## config.mk

```make
export PLATFORM = sky130hd
export DESIGN_NAME = sfs_slot_map
export DESIGN_NICKNAME = d
export VERILOG_FILES = /design/src/rtl/core/sfs_pkg.sv /design/src/rtl/core/sfs_slot_map.sv
export SDC_FILE = /design/constraint.sdc
export NUM_CORES = 2
export LEC_CHECK = 0
export CORE_MARGIN = 4
export CORE_UTILIZATION = 34
export DETAILED_ROUTE_END_ITERATION = 7
export DONT_BUFFER_PORTS = 1
export SETUP_SLACK_MARGIN = 0.3
export SYNTH_ARGS = -nofsm -noshare
export SYNTH_HDL_FRONTEND = slang
export SYNTH_SLANG_ARGS = --single-unit
```

## constraint.sdc

```tcl
create_clock -name clk -period 2.6 [get_ports clk]
set_input_delay 0.26 -clock clk [delete_from_list [all_inputs] [get_ports clk]]
set_output_delay 0.26 -clock clk [all_outputs]
set_load 0.02 [all_outputs]
```

## src/rtl/core/sfs_pkg.sv

```systemverilog
// sfs_pkg: shared constants, request codes and control types of the symbol
// frequency sorter. Used by every module in rtl/core, depends on nothing.
`default_nettype none

package sfs_pkg;

  // default sizing
  localparam int SYMBOL_BITS_DEF = 8;
  localparam int COUNT_BITS_DEF  = 32;

  // fixed port widths
  localparam int REQ_W    = 2;
  localparam int SYM_PW   = 8;
  localparam int WEIGHT_W = 32;
  localparam int POS_W    = 8;
  localparam int CNT_PW   = 32;
  localparam int USED_PW  = 9;

  // request codes
  localparam logic [REQ_W-1:0] REQ_ADD   = 2'd0;
  localparam logic [REQ_W-1:0] REQ_CLEAR = 2'd1;
  localparam logic [REQ_W-1:0] REQ_SORT  = 2'd2;
  localparam logic [REQ_W-1:0] REQ_READ  = 2'd3;

  // cell operations
  typedef logic [2:0] cell_op_t;
  localparam cell_op_t OP_HOLD    = 3'd0;
  localparam cell_op_t OP_WRITE   = 3'd1;
  localparam cell_op_t OP_SRT_CLR = 3'd2;
  localparam cell_op_t OP_INSERT  = 3'd3;
  localparam cell_op_t OP_COPY    = 3'd4;
  localparam cell_op_t OP_DRAIN   = 3'd5;

  typedef struct packed {
    cell_op_t op;
  } cell_ctl_t;

  typedef struct packed {
    logic wr_en;
    logic set_pres;
    logic clr_all;
  } map_ctl_t;

endpackage

`default_nettype wire

```

## src/rtl/core/sfs_slot_map.sv

```systemverilog
// sfs_slot_map: per-symbol presence bits and the symbol to list position
// memory. Depends on sfs_pkg for the control struct.
`default_nettype none

module sfs_slot_map #(
  parameter int SYM_W = sfs_pkg::SYMBOL_BITS_DEF
) (
  input  wire                 clk,
  input  wire                 rst_n,
  input  sfs_pkg::map_ctl_t   ctl,
  input  wire [SYM_W-1:0]     rd_sym,
  input  wire [SYM_W-1:0]     wr_sym,
  input  wire [SYM_W-1:0]     wr_slot,
  output logic [SYM_W-1:0]    slot_q,
  output logic                pres_q
);

  localparam int N = 1 << SYM_W;

  logic [N-1:0]     present_r;
  logic [SYM_W-1:0] slot_mem [N];
  logic [SYM_W-1:0] slot_q_r;
  logic             pres_q_r;

  always_ff @(posedge clk) begin
    if (!rst_n) begin
      present_r <= '0;
    end else if (ctl.clr_all) begin
      present_r <= '0;
    end else if (ctl.set_pres) begin
      present_r[wr_sym] <= 1'b1;
    end
  end

  always_ff @(posedge clk) begin
    if (ctl.wr_en) begin
      slot_mem[wr_sym] <= wr_slot;
    end
    slot_q_r <= slot_mem[rd_sym];
    pres_q_r <= present_r[rd_sym];
  end

  assign slot_q = slot_q_r;
  assign pres_q = pres_q_r;

endmodule

`default_nettype wire

```

# Yosys cells after proc, flatten, opt, wreduce, memory -nomap -nowiden
# Memory sizes are Yosys's and may differ from the RTL's. A register that Yosys moved wholly into a read port is not among the register bits.
# Cells that the tools add are included.
[word_totals] word_cells=16 mem_bits_rw=2048 input_bits=29 regBits=257 rom_bits=0 out_inout_bits=9 latchBits=0 memories=1
[op_classes] reduce_logical=2 n_bitwise=2 multipliers=0 order_cmp=3 addsub=0 shift=0 muxes=6 eq_ne=0 n_div=0
[mem_list] name="slot_mem" depth=256 width=8 read_ports=1 rd_clocked_by_memory_dff=1 write_ports=1 line_no="sfs_slot_map.sv:21" source="logic [SYM_W-1:0] slot_mem [N];"
[ops] operator="256-bit OR" n=1
[ops] operator="8-bit by 9-bit < comparator with 1-bit output (second input constant)" n=2
[ops] operator="1-bit binary-select mux with 8-bit select" n=1
[ops] operator="1-bit demux with 8-bit select" n=1
[ops] operator="8-bit by 1-bit greater-or-equal comparator with 1-bit output (second input constant)" n=1
[ops] operator="1-bit two-way mux" n=4
[ops] operator="2-bit OR reduction" n=1
[ops] operator="1-bit logical AND" n=1
[ops] operator="1-bit NOT" n=1

# Depth between registers and ports, before layout
[logic_depth] word_depth=5 ltp_mapped=11 depth_no_buf=6

# Worst setup path before layout
# Ideal clock, no wire load.
[synth_path] path_type="input -> register" start="input rd_sym[0]" end="register slot_q_r[5], in the netlist slot_q[5] (read register of slot_mem)" setup_ns=0.131 t_arrival_ns=1.945 stages=8 required_ns=2.469 path_slack_ns=0.524 n_path_buf=3 cell_sequence="buf_6 buf_8 buf_2 mux4_2 a221oi_2 o32ai_1 nor3_1 nor4_2"
[synth_rtl] element="start, declared" line_no="sfs_slot_map.sv:11" source="input wire [SYM_W-1:0] rd_sym,"
[synth_rtl] element="end, declared" line_no="sfs_slot_map.sv:22" source="logic [SYM_W-1:0] slot_q_r;"

==> results.toml <==
[critical_path]
timing.rr.end = "slot_q[3]$_DFF_P_"
critPathKind = "in2reg"
timing.rr.start = "slot_mem[82][3]$_DFFE_PP_"
cp-end-kind = "register"
rr_worst_depth = 7
cp-start-kind = "input port"
cp_max_fo = 504
reg2reg_slack_ps = 290
crit_required_ps = 3380
arrival_ps = 3440

[sta]
fin_crit_sh_pct = 102
clock_skew_ps = 39.7
fmax_ghz = 0.376
final_hold_viol_count = 1081
holdWs_ps = -444
finalSetupViolations = 4
relSlewSlack_pct = -17.0
worstMarginPinSlew_ps = 1750
worst_slack_ps = -57.5
period_needed_ps = 2660
grt_setup_unrepaired = "true"
slew_viol_final = 146

[run_status]
status = "finished, violations left"
failed_checks = "hold timing, slew limit, setup timing"

[logic_synthesis]
ys.flop_type = "edfxtp_1"
yosys.cell_count.top_type = "edfxtp_1"
synth_cells = 4755
synth_edf_count = 2048
netlist_area_um2 = 89500
ys_async_sr_fraction_pct = 0
synth_nets = 4784
synth_seq_cells = 2313
netlist_top_cells_count = "edfxtp_1 (2048), nor2_1 (560), mux4_2 (492)"
synth.avg_cell_area_um2 = 18.8
netlist.area_leader.share_pct = 68.7
ys_seq_area_share_pct = 74.7
yosys_warnings = 0
yosys.area.top_type = "edfxtp_1"
yosysUniqueCellTypes = 63
synth_area_leaders = "edfxtp_1 (69%), mux4_2 (12%), dfxtp_1 (5.9%)"

[drt]
drc_errors = 0
firstDrtPassIters = 5
num_vias = 47900
drt_iter0_drc = 5450
ant_nets = 0
routed_via_density = 5.36
wl_per_cell_um = 26.9
wl_um = 241000

[clock_tree]
cts_tree = "built"
postCtsHoldBufs = 20
cts_buffer_depth = 3
clkTransAtPathRegs_ps = 60
numCtsBuffers = 228
cts_root_buf = "clkbuf_16"
cts_sinks = 2313
htreeDepth = 4
clk_latency_ps = 870

[final_layout]
finish.net_count = 5278
final_cell_count_no_fill = 8948
final_area_um2 = 104000
syn_to_final_growth_pct = 16.6
drive_gt1_share_pct = 26.4

[power]
ir_worst_vdd_mv = 0.577
p_leak_nw = 33.2
powerDensity_nw_per_um2 = 724

[placed_design]
placed_cell_area_um2 = 96400
dp_hpwl_um = 135000
routabilityCongestion = 0.798
post-place-cells = 8499
io_buffers = 0

[global_routing]
antenna_found_initial = 10
grt_max_degree = 648
grt_use_total_pct = 17.0
grt-ovfl-total = 0
grt_pass1_wl_um = 341000
first_global_vias = 47700

[min_path]
hold_path.startpoint = "wr_slot[7]"
hold_path.class = "in2reg"
holdPathEnd = "slot_mem[4][7]$_DFFE_PP_"
hold-path-cell-count = 0

[die]
die_height_um = 521
io_pins = 38
rows = 188
initial_core_util_pct = 34.1
die_w_um = 521
die_area_um2 = 271000
design.core.area_um2 = 262000

[job]
cap_violations = 0
==> power by group <==
part | switching, W | internal, W
combinational | 0.00172 | 0.00138
sequential | 0.000158 | 0.0405
clock | 0.0138 | 0.0179
total | 0.0157 | 0.0598
==> state kept, by name, summed over array words and instances (netlist names) <==
register	flops
present_r	256
pres_q	1
slot_mem	2048
slot_q	8
==> timing repair <==
item | 4_1_cts | 5_1_grt
gates resized for setup | 14 | 13
endpoints found under the setup margin | 6 | 22
pin swaps | 1 | 3
endpoints found under the hold margin | 2328 | 1984
gates cloned | 0 | 10
buffers inserted | 0 | 0
==> cell families after synthesis <==
family	share of synthesized area [%]
DFF	74.7
buffers and inverters	2.10
muxes	14.5
AOI/OAI and AO/OA	5.02
and+or+nand+nor	3.70
==> how the worst max path moves through the flow <==
stage | from | endpoint | slack, ps | cells past startpoint
after CTS | slot_mem[191][3]$_DFFE_PP_ | slot_q[3]$_DFF_P_ | 190 | 6
after detailed placement | rd_sym[1] | slot_q[7]$_DFF_P_ | -710 | 10
after floorplan | rd_sym[0] | slot_q[5]$_DFF_P_ | 520 | 8
final | rd_sym[1] | slot_q[7]$_DFF_P_ | -60 | 10
after global placement | rd_sym[0] | slot_q[3]$_DFF_P_ | -920 | 6
after global routing | slot_mem[82][3]$_DFFE_PP_ | slot_q[3]$_DFF_P_ | 210 | 7
==> through the flow <==
stage | total power (W) | worst slack, ps | util (%) | setup TNS [ps]
3_3_place_gp | 0.0441 | -919 | 36.8 | -6430
4_1_cts | 0.0757 | 193 | 39.6 | 0
6_report | 0.0755 | -57.5 | 39.8 | -152
3_5_place_dp | 0.0441 | -707 | 36.8 | -4770
2_1_floorplan | 0.0433 | 524 | - | 0
5_1_grt | 0.0777 | 212 | 39.8 | 0
==> cell type report <==
cell class	instances	area (um2)
Tap cell	3515	4400
Sequential cell	2313	66800
Fill cell	23400	158000
Antenna cell	4	10.0
Multi-Input combinational cell	2129	21100
Clock inverter	111	1040
Inverter	3	11.3
Clock buffer	299	6130
Timing Repair Buffer	574	4890
==> worst max-delay path: stages <==
cell and delay [ps]:
nand2b_2 690, buf_12 190, buf_4 200, o221ai_1 190, buf_4 160, a21oi_1 70
o32ai_2 440, nor3_2 120, buf_4 160, nor4_2 190
==> per-layer routing <==
layer / part of all wire (%) / global-route usage [%]
met1: 41 / 23.6
met2: 48 / 27.7
met3: 7.4 / 2.68
met5: 0 / 0
met4: 3.1 / 5.41
==> cells in the final DEF (no fill, tap or decap), types with 11 or more instances in the layout <==
master,instances
nor3_1,20
clkinv_1,41
a21boi_0,16
nor3_2,15
mux2i_1,150
a22oi_1,173
o21ai_0,12
nand2_1,65
o32ai_1,11
nand3_1,29
a21oi_1,342
mux4_1,13
mux4_2,492
clkbuf_1,58
clkinv_2,36
edfxtp_1,2048
a22o_1,17
o22ai_1,17
dlygate4sd3_1,16
nor2_1,555
clkbuf_16,241
buf_4,519
buf_12,19
dfxtp_1,265
nand2b_1,11
o221ai_1,36
bufinv_16,14
No activity file was read; power rests on OpenSTA's default activity.
