### src/rtl/core/sfs_pkg.sv
// sfs_pkg: shared constants, request codes and control types of the symbol
// frequency sorter. Used by every module in rtl/core, depends on nothing.
`default_nettype none

package sfs_pkg;

  // default sizing
  localparam int SYMBOL_BITS_DEF = 8;
  localparam int COUNT_BITS_DEF  = 32;

  // fixed port widths
  localparam int REQ_W    = 2;
  localparam int SYM_PW   = 8;
  localparam int WEIGHT_W = 32;
  localparam int POS_W    = 8;
  localparam int CNT_PW   = 32;
  localparam int USED_PW  = 9;

  // request codes
  localparam logic [REQ_W-1:0] REQ_ADD   = 2'd0;
  localparam logic [REQ_W-1:0] REQ_CLEAR = 2'd1;
  localparam logic [REQ_W-1:0] REQ_SORT  = 2'd2;
  localparam logic [REQ_W-1:0] REQ_READ  = 2'd3;

  // cell operations
  typedef logic [2:0] cell_op_t;
  localparam cell_op_t OP_HOLD    = 3'd0;
  localparam cell_op_t OP_WRITE   = 3'd1;
  localparam cell_op_t OP_SRT_CLR = 3'd2;
  localparam cell_op_t OP_INSERT  = 3'd3;
  localparam cell_op_t OP_COPY    = 3'd4;
  localparam cell_op_t OP_DRAIN   = 3'd5;

  typedef struct packed {
    cell_op_t op;
  } cell_ctl_t;

  typedef struct packed {
    logic wr_en;
    logic set_pres;
    logic clr_all;
  } map_ctl_t;

endpackage

`default_nettype wire

### src/rtl/core/sfs_cell.sv
// sfs_cell: one list position of the frequency table, with its list entry and
// its sorting entry. Depends on sfs_pkg for the operation codes.
`default_nettype none

module sfs_cell #(
  parameter int SYM_W    = sfs_pkg::SYMBOL_BITS_DEF,
  parameter int CNT_W    = sfs_pkg::COUNT_BITS_DEF,
  parameter int CELL_IDX = 0
) (
  input  wire                   clk,
  input  wire                   rst_n,
  input  sfs_pkg::cell_ctl_t    ctl,
  input  wire [SYM_W-1:0]       addr,
  input  wire [SYM_W-1:0]       key_sym,
  input  wire [CNT_W-1:0]       key_cnt,
  input  wire                   prev_ge,
  input  wire                   prev_srt_vld,
  input  wire [SYM_W-1:0]       prev_srt_sym,
  input  wire [CNT_W-1:0]       prev_srt_cnt,
  input  wire [SYM_W-1:0]       next_lst_sym,
  input  wire [CNT_W-1:0]       next_lst_cnt,
  input  wire [SYM_W-1:0]       next_srt_sym,
  input  wire [CNT_W-1:0]       next_srt_cnt,
  output logic [SYM_W-1:0]      lst_sym,
  output logic [CNT_W-1:0]      lst_cnt,
  output logic [SYM_W-1:0]      srt_sym,
  output logic [CNT_W-1:0]      srt_cnt,
  output logic                  srt_vld,
  output logic                  ge
);

  logic [SYM_W-1:0] lst_sym_r;
  logic [CNT_W-1:0] lst_cnt_r;
  logic [SYM_W-1:0] srt_sym_r;
  logic [CNT_W-1:0] srt_cnt_r;
  logic             srt_vld_r;
  logic             hit;
  logic             take_key;

  assign hit = (addr == SYM_W'(CELL_IDX));
  // sorted row is descending, so the incoming key goes before equal counts
  assign ge       = !srt_vld_r || (key_cnt >= srt_cnt_r);
  assign take_key = ge && !prev_ge;

  always_ff @(posedge clk) begin
    case (ctl.op)
      sfs_pkg::OP_WRITE: begin
        if (hit) begin
          lst_sym_r <= key_sym;
          lst_cnt_r <= key_cnt;
        end
      end
      sfs_pkg::OP_INSERT: begin
        lst_sym_r <= next_lst_sym;
        lst_cnt_r <= next_lst_cnt;
        if (take_key) begin
          srt_sym_r <= key_sym;
          srt_cnt_r <= key_cnt;
        end else if (prev_ge) begin
          srt_sym_r <= prev_srt_sym;
          srt_cnt_r <= prev_srt_cnt;
        end
      end
      sfs_pkg::OP_COPY: begin
        lst_sym_r <= srt_sym_r;
        lst_cnt_r <= srt_cnt_r;
      end
      sfs_pkg::OP_DRAIN: begin
        srt_sym_r <= next_srt_sym;
        srt_cnt_r <= next_srt_cnt;
      end
      default: begin
      end
    endcase
  end

  always_ff @(posedge clk) begin
    if (!rst_n) begin
      srt_vld_r <= 1'b0;
    end else begin
      case (ctl.op)
        sfs_pkg::OP_SRT_CLR: begin
          srt_vld_r <= 1'b0;
        end
        sfs_pkg::OP_INSERT: begin
          if (take_key) begin
            srt_vld_r <= 1'b1;
          end else if (prev_ge) begin
            srt_vld_r <= prev_srt_vld;
          end
        end
        default: begin
        end
      endcase
    end
  end

  assign lst_sym = lst_sym_r;
  assign lst_cnt = lst_cnt_r;
  assign srt_sym = srt_sym_r;
  assign srt_cnt = srt_cnt_r;
  assign srt_vld = srt_vld_r;

endmodule

`default_nettype wire

### config.mk
export PLATFORM = sky130hd
export DESIGN_NAME = sfs_cell
export DESIGN_NICKNAME = d
export VERILOG_FILES = /design/src/rtl/core/sfs_pkg.sv /design/src/rtl/core/sfs_cell.sv
export SDC_FILE = /design/constraint.sdc
export NUM_CORES = 1
export LEC_CHECK = 0
export BUFFER_PORTS_ARGS = -buffer_cell sky130_fd_sc_hd__buf_2
export CELL_PAD_IN_SITES_DETAIL_PLACEMENT = 1
export CELL_PAD_IN_SITES_GLOBAL_PLACEMENT = 1
export CORE_MARGIN = 2
export CORE_UTILIZATION = 23
export DETAILED_ROUTE_END_ITERATION = 12
export PLACE_DENSITY = 0.63
export REMOVE_ABC_BUFFERS = 1
export SKIP_CTS_REPAIR_TIMING = 1
export SYNTH_ARGS = -nofsm -noshare
export SYNTH_HDL_FRONTEND = slang
export SYNTH_SLANG_ARGS = --single-unit
### constraint.sdc
create_clock -name clk -period 8.6 [get_ports clk]
set_input_delay 1.29 -clock clk [delete_from_list [all_inputs] [get_ports clk]]
set_output_delay 1.29 -clock clk [all_outputs]
set_load 0.01 [all_outputs]
## Yosys cells after proc, flatten, opt, wreduce, memory -nomap -nowiden

Index checks and enable logic that the tools add are counted.

- Order comparisons: 1
- Equality and inequality tests: 7
- Multiplexer cells: 13
- Reduce and logical (&&, ||, !) cells: 11

Operators by type and width:

| cell | count |
|---|---|
| $mux 32 | 3 |
| $pmux 32 s3 | 1 |
| $pmux 32 s2 | 1 |
| $ge 32x32->1 | 1 |
| $mux 8 | 3 |
| $pmux 8 s3 | 1 |
| $pmux 8 s2 | 1 |
| $logic_not 8->1 | 1 |
| $eq 3x2->1 const B | 2 |
| $eq 3x3->1 const B | 2 |
| $reduce_and 2->1 | 3 |
| $reduce_bool 2->1 | 2 |
| $eq 3x1->1 const B | 1 |
| $ne 3x3->1 const B | 1 |
| $reduce_bool 3->1 | 1 |
| $logic_not 1->1 | 2 |
| $mux 1 | 2 |
| $ne 2x2->1 const B | 1 |
| $pmux 1 s2 | 1 |
| $logic_and 1x1->1 | 1 |
| $logic_or 1x1->1 | 1 |

- Flip-flop bits (word level): 81
- Output and inout port bits: 82
- Word-level logic and storage cells: 37

## Depth between registers and ports, before layout

- Word-level depth: 5
- Depth in mapped cells: 9
- Mapped depth without buffers: 8

## Least setup slack after synthesis

OpenSTA, ideal clock, no wires.

- Kind: input -> output
- Start: input port key_cnt[17]
- End: output port ge
- Data arrival time: 2.786 ns
- Slack: 4.524 ns
- Cell stages on the path: 6
- Path through: ha_1 > a21o_1 > a221o_1 > a221oi_2 > nand3_1 > or2_2

- Longest elaborated chain between the ends: 2

RTL lines:

| item | RTL line | RTL |
|---|---|---|
| from (decl) | sfs_cell.sv:15 | `input wire [CNT_W-1:0] key_cnt,` |
| $ge 32x32->1 | sfs_cell.sv:42 | `assign ge = !srt_vld_r \|\| (key_cnt >= srt_cnt_r);` |
| $logic_or 1x1->1 | sfs_cell.sv:42 |  |
| to (decl) | sfs_cell.sv:29 | `output logic ge` |

Every way passes these cells.

## Final worst setup path

- Start: input port key_cnt[5]
- End: output port ge

The elaborated chain is that of the path after synthesis.

==> out/results.ini <==
[critical_path]
rr_startpoint = srt_cnt[5]
crit_slowest_cell = a211oi_2
cp.arrival_ps = 3270
worst_path_dominant_cell_family = compound AO/OA/AOI/OAI gates
r2r-end = srt_cnt[14]
crit_type = input pin to output pin
crit_buf_inv = 2
worstSetupEndpointType = output pin
worst-r2r-setup-slack_ps = 5340
cpMostUsedCell = buf_2
start_kind = input pin
cp_slowest_stage_delay_ps = 440
crit_required_ps = 7310
crit_fanout = 3
reg2reg_depth = 8
crit_chain = buf_2, ha_1, a211oi_1, o221ai_1, a211oi_2, a31oi_1, or2_2, buf_2

[timing]
rsz0062_at_grt = false
max_freq_ghz = 0.219
setup-violations-final = 0
drv_slew = 0
worst_pin_slew_ps = 1170
timing.final.crit_share = 0.531
fin_tns_setup_ps = 0
relSlewSlack = 0.221
hold_viol = 0
min_period_ps = 4560
fin_skew_ps = 14.3

[yosys]
synth_cell_type_count = 39
synth_edf_count = 80
netlist_area_um2 = 4960
ys_async_sr_fraction = 0
synth_top_flop_cell = edfxtp_1
syn_inst = 529
yosysMostFrequentCell = nand2_1
synth_top_cell_by_area = edfxtp_1
avgSynthCellArea_um2 = 9.39
synth-seq-area-share = 0.488
synth.top_cell.area_share = 0.484
synth_area_leaders = edfxtp_1, ha_1, nand2_1
netlist_top_cells_count = nand2_1, edfxtp_1, nand3_1, nor2_1, a31oi_1
ys_ff_latch = 81
yosys_warnings = 0

[drt]
finalWirelength_um = 19700
dr.pass1.iters = 4
drc = 0
vias_per_cell = 4.85
drtAntennaViolNets = 0
vias = 5074
wl_per_cell_um = 18.8
drtIter0Drc = 212

[finish]
n_fill_cell = 2566
antenna_cells = 0
layout.nets = 974
utilization = 0.322
multi_input_area_um2 = 2290
ff_latch_area_um2 = 2420
syn2layout_area_growth_pct = 36.8
drive_gt1_frac = 0.374

[cts]
numCtsBuffers = 9
numClockSinks = 81
clk_latency_ps = 340
clkTransAtPathRegs_ps = 60
clock-root-buffer = clkbuf_16
tritoncts = yes
cts_buffer_depth = 2
cts_max_level = 3

[run_status]
status = completed

[global_route]
grt_start_max_net_pins = 82
overflow = 0
grt_pass1_vias = 5244
grt_usage = 0.169
antenna_found_initial = 1
grt_first_pass_wirelength_um = 29500

[min_path]
min_to = lst_sym[1]
hold_depth = 2
min_path_type = flip-flop to flip-flop
min-delay-start = srt_sym[1]

[place]
io_buffers = 256
globalplace.congestion = 0.732
dp_hpwl_um = 14000

[power_and_ir_drop]
ir_drop_mv = 0.0758
clock_power_share = 0.348
combPwrFrac = 0.199
p_int_w = 0.000754
leakagePower_nw = 3.13
p_sw_frac = 0.289
power_switching_w = 0.000307
power_density_nw_per_um2 = 156
pwr-share-seq = 0.453

[floorplan]
die_h_um = 151
initial_utilization = 0.235
die_x_um = 151
die_area_um2 = 22800
boundaryPins = 257
core-area_um2 = 21100
rows = 53

[run]
cap_violations = 0

## kinds of logic after synthesis
family	share of synthesized area
fa+ha+maj	0.0806
simple gates	0.169
flops	0.488
compound gates	0.200
buf+inv	0.0620
## worst max-delay path by stage
| stage | start | end | cells past startpoint |
|---|---|---|---|
| after global routing | key_cnt[5] | ge | 8 |
| after floorplan | ctl[0] | lst_cnt[10] | 4 |
| after detailed placement | key_cnt[17] | ge | 8 |
| after global placement | key_cnt[23] | ge | 8 |
| after CTS | key_cnt[5] | ge | 8 |
| final | key_cnt[5] | ge | 8 |
## worst min-delay path: stages (launching register included)
cell      delay (ps)
edfxtp_1         340
a22oi_1           80
nand2_1           50
## state kept, by name (all words and copies together) (netlist names)
name / cells
lst_cnt: 32
srt_sym: 8
srt_cnt: 32
lst_sym: 8
srt_vld: 1
## stage by stage
stage	hold WS, ps	power (W)	setup WS (ps)	area, um2	std cells
after floorplan	620	0.000592	3070	4790	493
after global placement	557	0.000701	4080	6520	1031
after detailed placement	569	0.000705	4070	6520	1031
after CTS	587	0.00108	3980	6790	1047
after global routing	623	0.00112	3870	6790	1047
final	580	0.00106	4040	6790	1047
## power groups by stage
stage / Combinational, W / Clock (W) / Sequential, W
3_3_place_gp: 0.000211 / 0 / 0.000489
5_1_grt: 0.000239 / 0.000395 / 0.000484
2_1_floorplan: 0.0000916 / 0 / 0.000500
4_1_cts: 0.000216 / 0.000382 / 0.000482
6_report: 0.000211 / 0.000369 / 0.000481
3_5_place_dp: 0.000215 / 0 / 0.000490
## placed cells by master (no fill, tap or decap), types with 2 or more instances in the layout
| cell | count |
|---|---|
| a31oi_1 | 41 |
| o21ai_1 | 9 |
| and3_1 | 2 |
| o31ai_1 | 2 |
| clkbuf_16 | 9 |
| nor4_1 | 2 |
| clkinv_4 | 2 |
| nand3_1 | 43 |
| a221o_1 | 2 |
| buf_4 | 7 |
| nor3b_2 | 2 |
| clkbuf_1 | 3 |
| nand2b_1 | 2 |
| nand4_1 | 6 |
| edfxtp_1 | 80 |
| inv_1 | 35 |
| a21o_1 | 3 |
| a31oi_4 | 2 |
| nand2_1 | 81 |
| a31o_2 | 2 |
| nor2_1 | 43 |
| buf_2 | 256 |
| a21oi_1 | 7 |
| ha_1 | 32 |
| a211oi_1 | 2 |
| and4_1 | 3 |
| a22oi_1 | 39 |
| o21ai_0 | 37 |
## layout make-up
type,instances,share of cell area
multi-input combinational,377,0.338
sequential,81,0.357
clock buffer,12,0.0348
inverter,35,0.0193
timing repair buffer,263,0.196
clock inverter,4,0.00442
tap,275,0.0507
## metal layers
| layer | vias to the layer above | track usage | wire [um] |
|---|---|---|---|
| met1 | 2459 | 0.212 | 8410 |
| met5 | - | 0 | 13 |
| met2 | 167 | 0.293 | 9620 |
| met3 | 8 | 0.0506 | 1500 |
| met4 | 2 | 0.0285 | 114 |
| li1 | 2438 | - | - |
(Power assumes the default switching activity.)
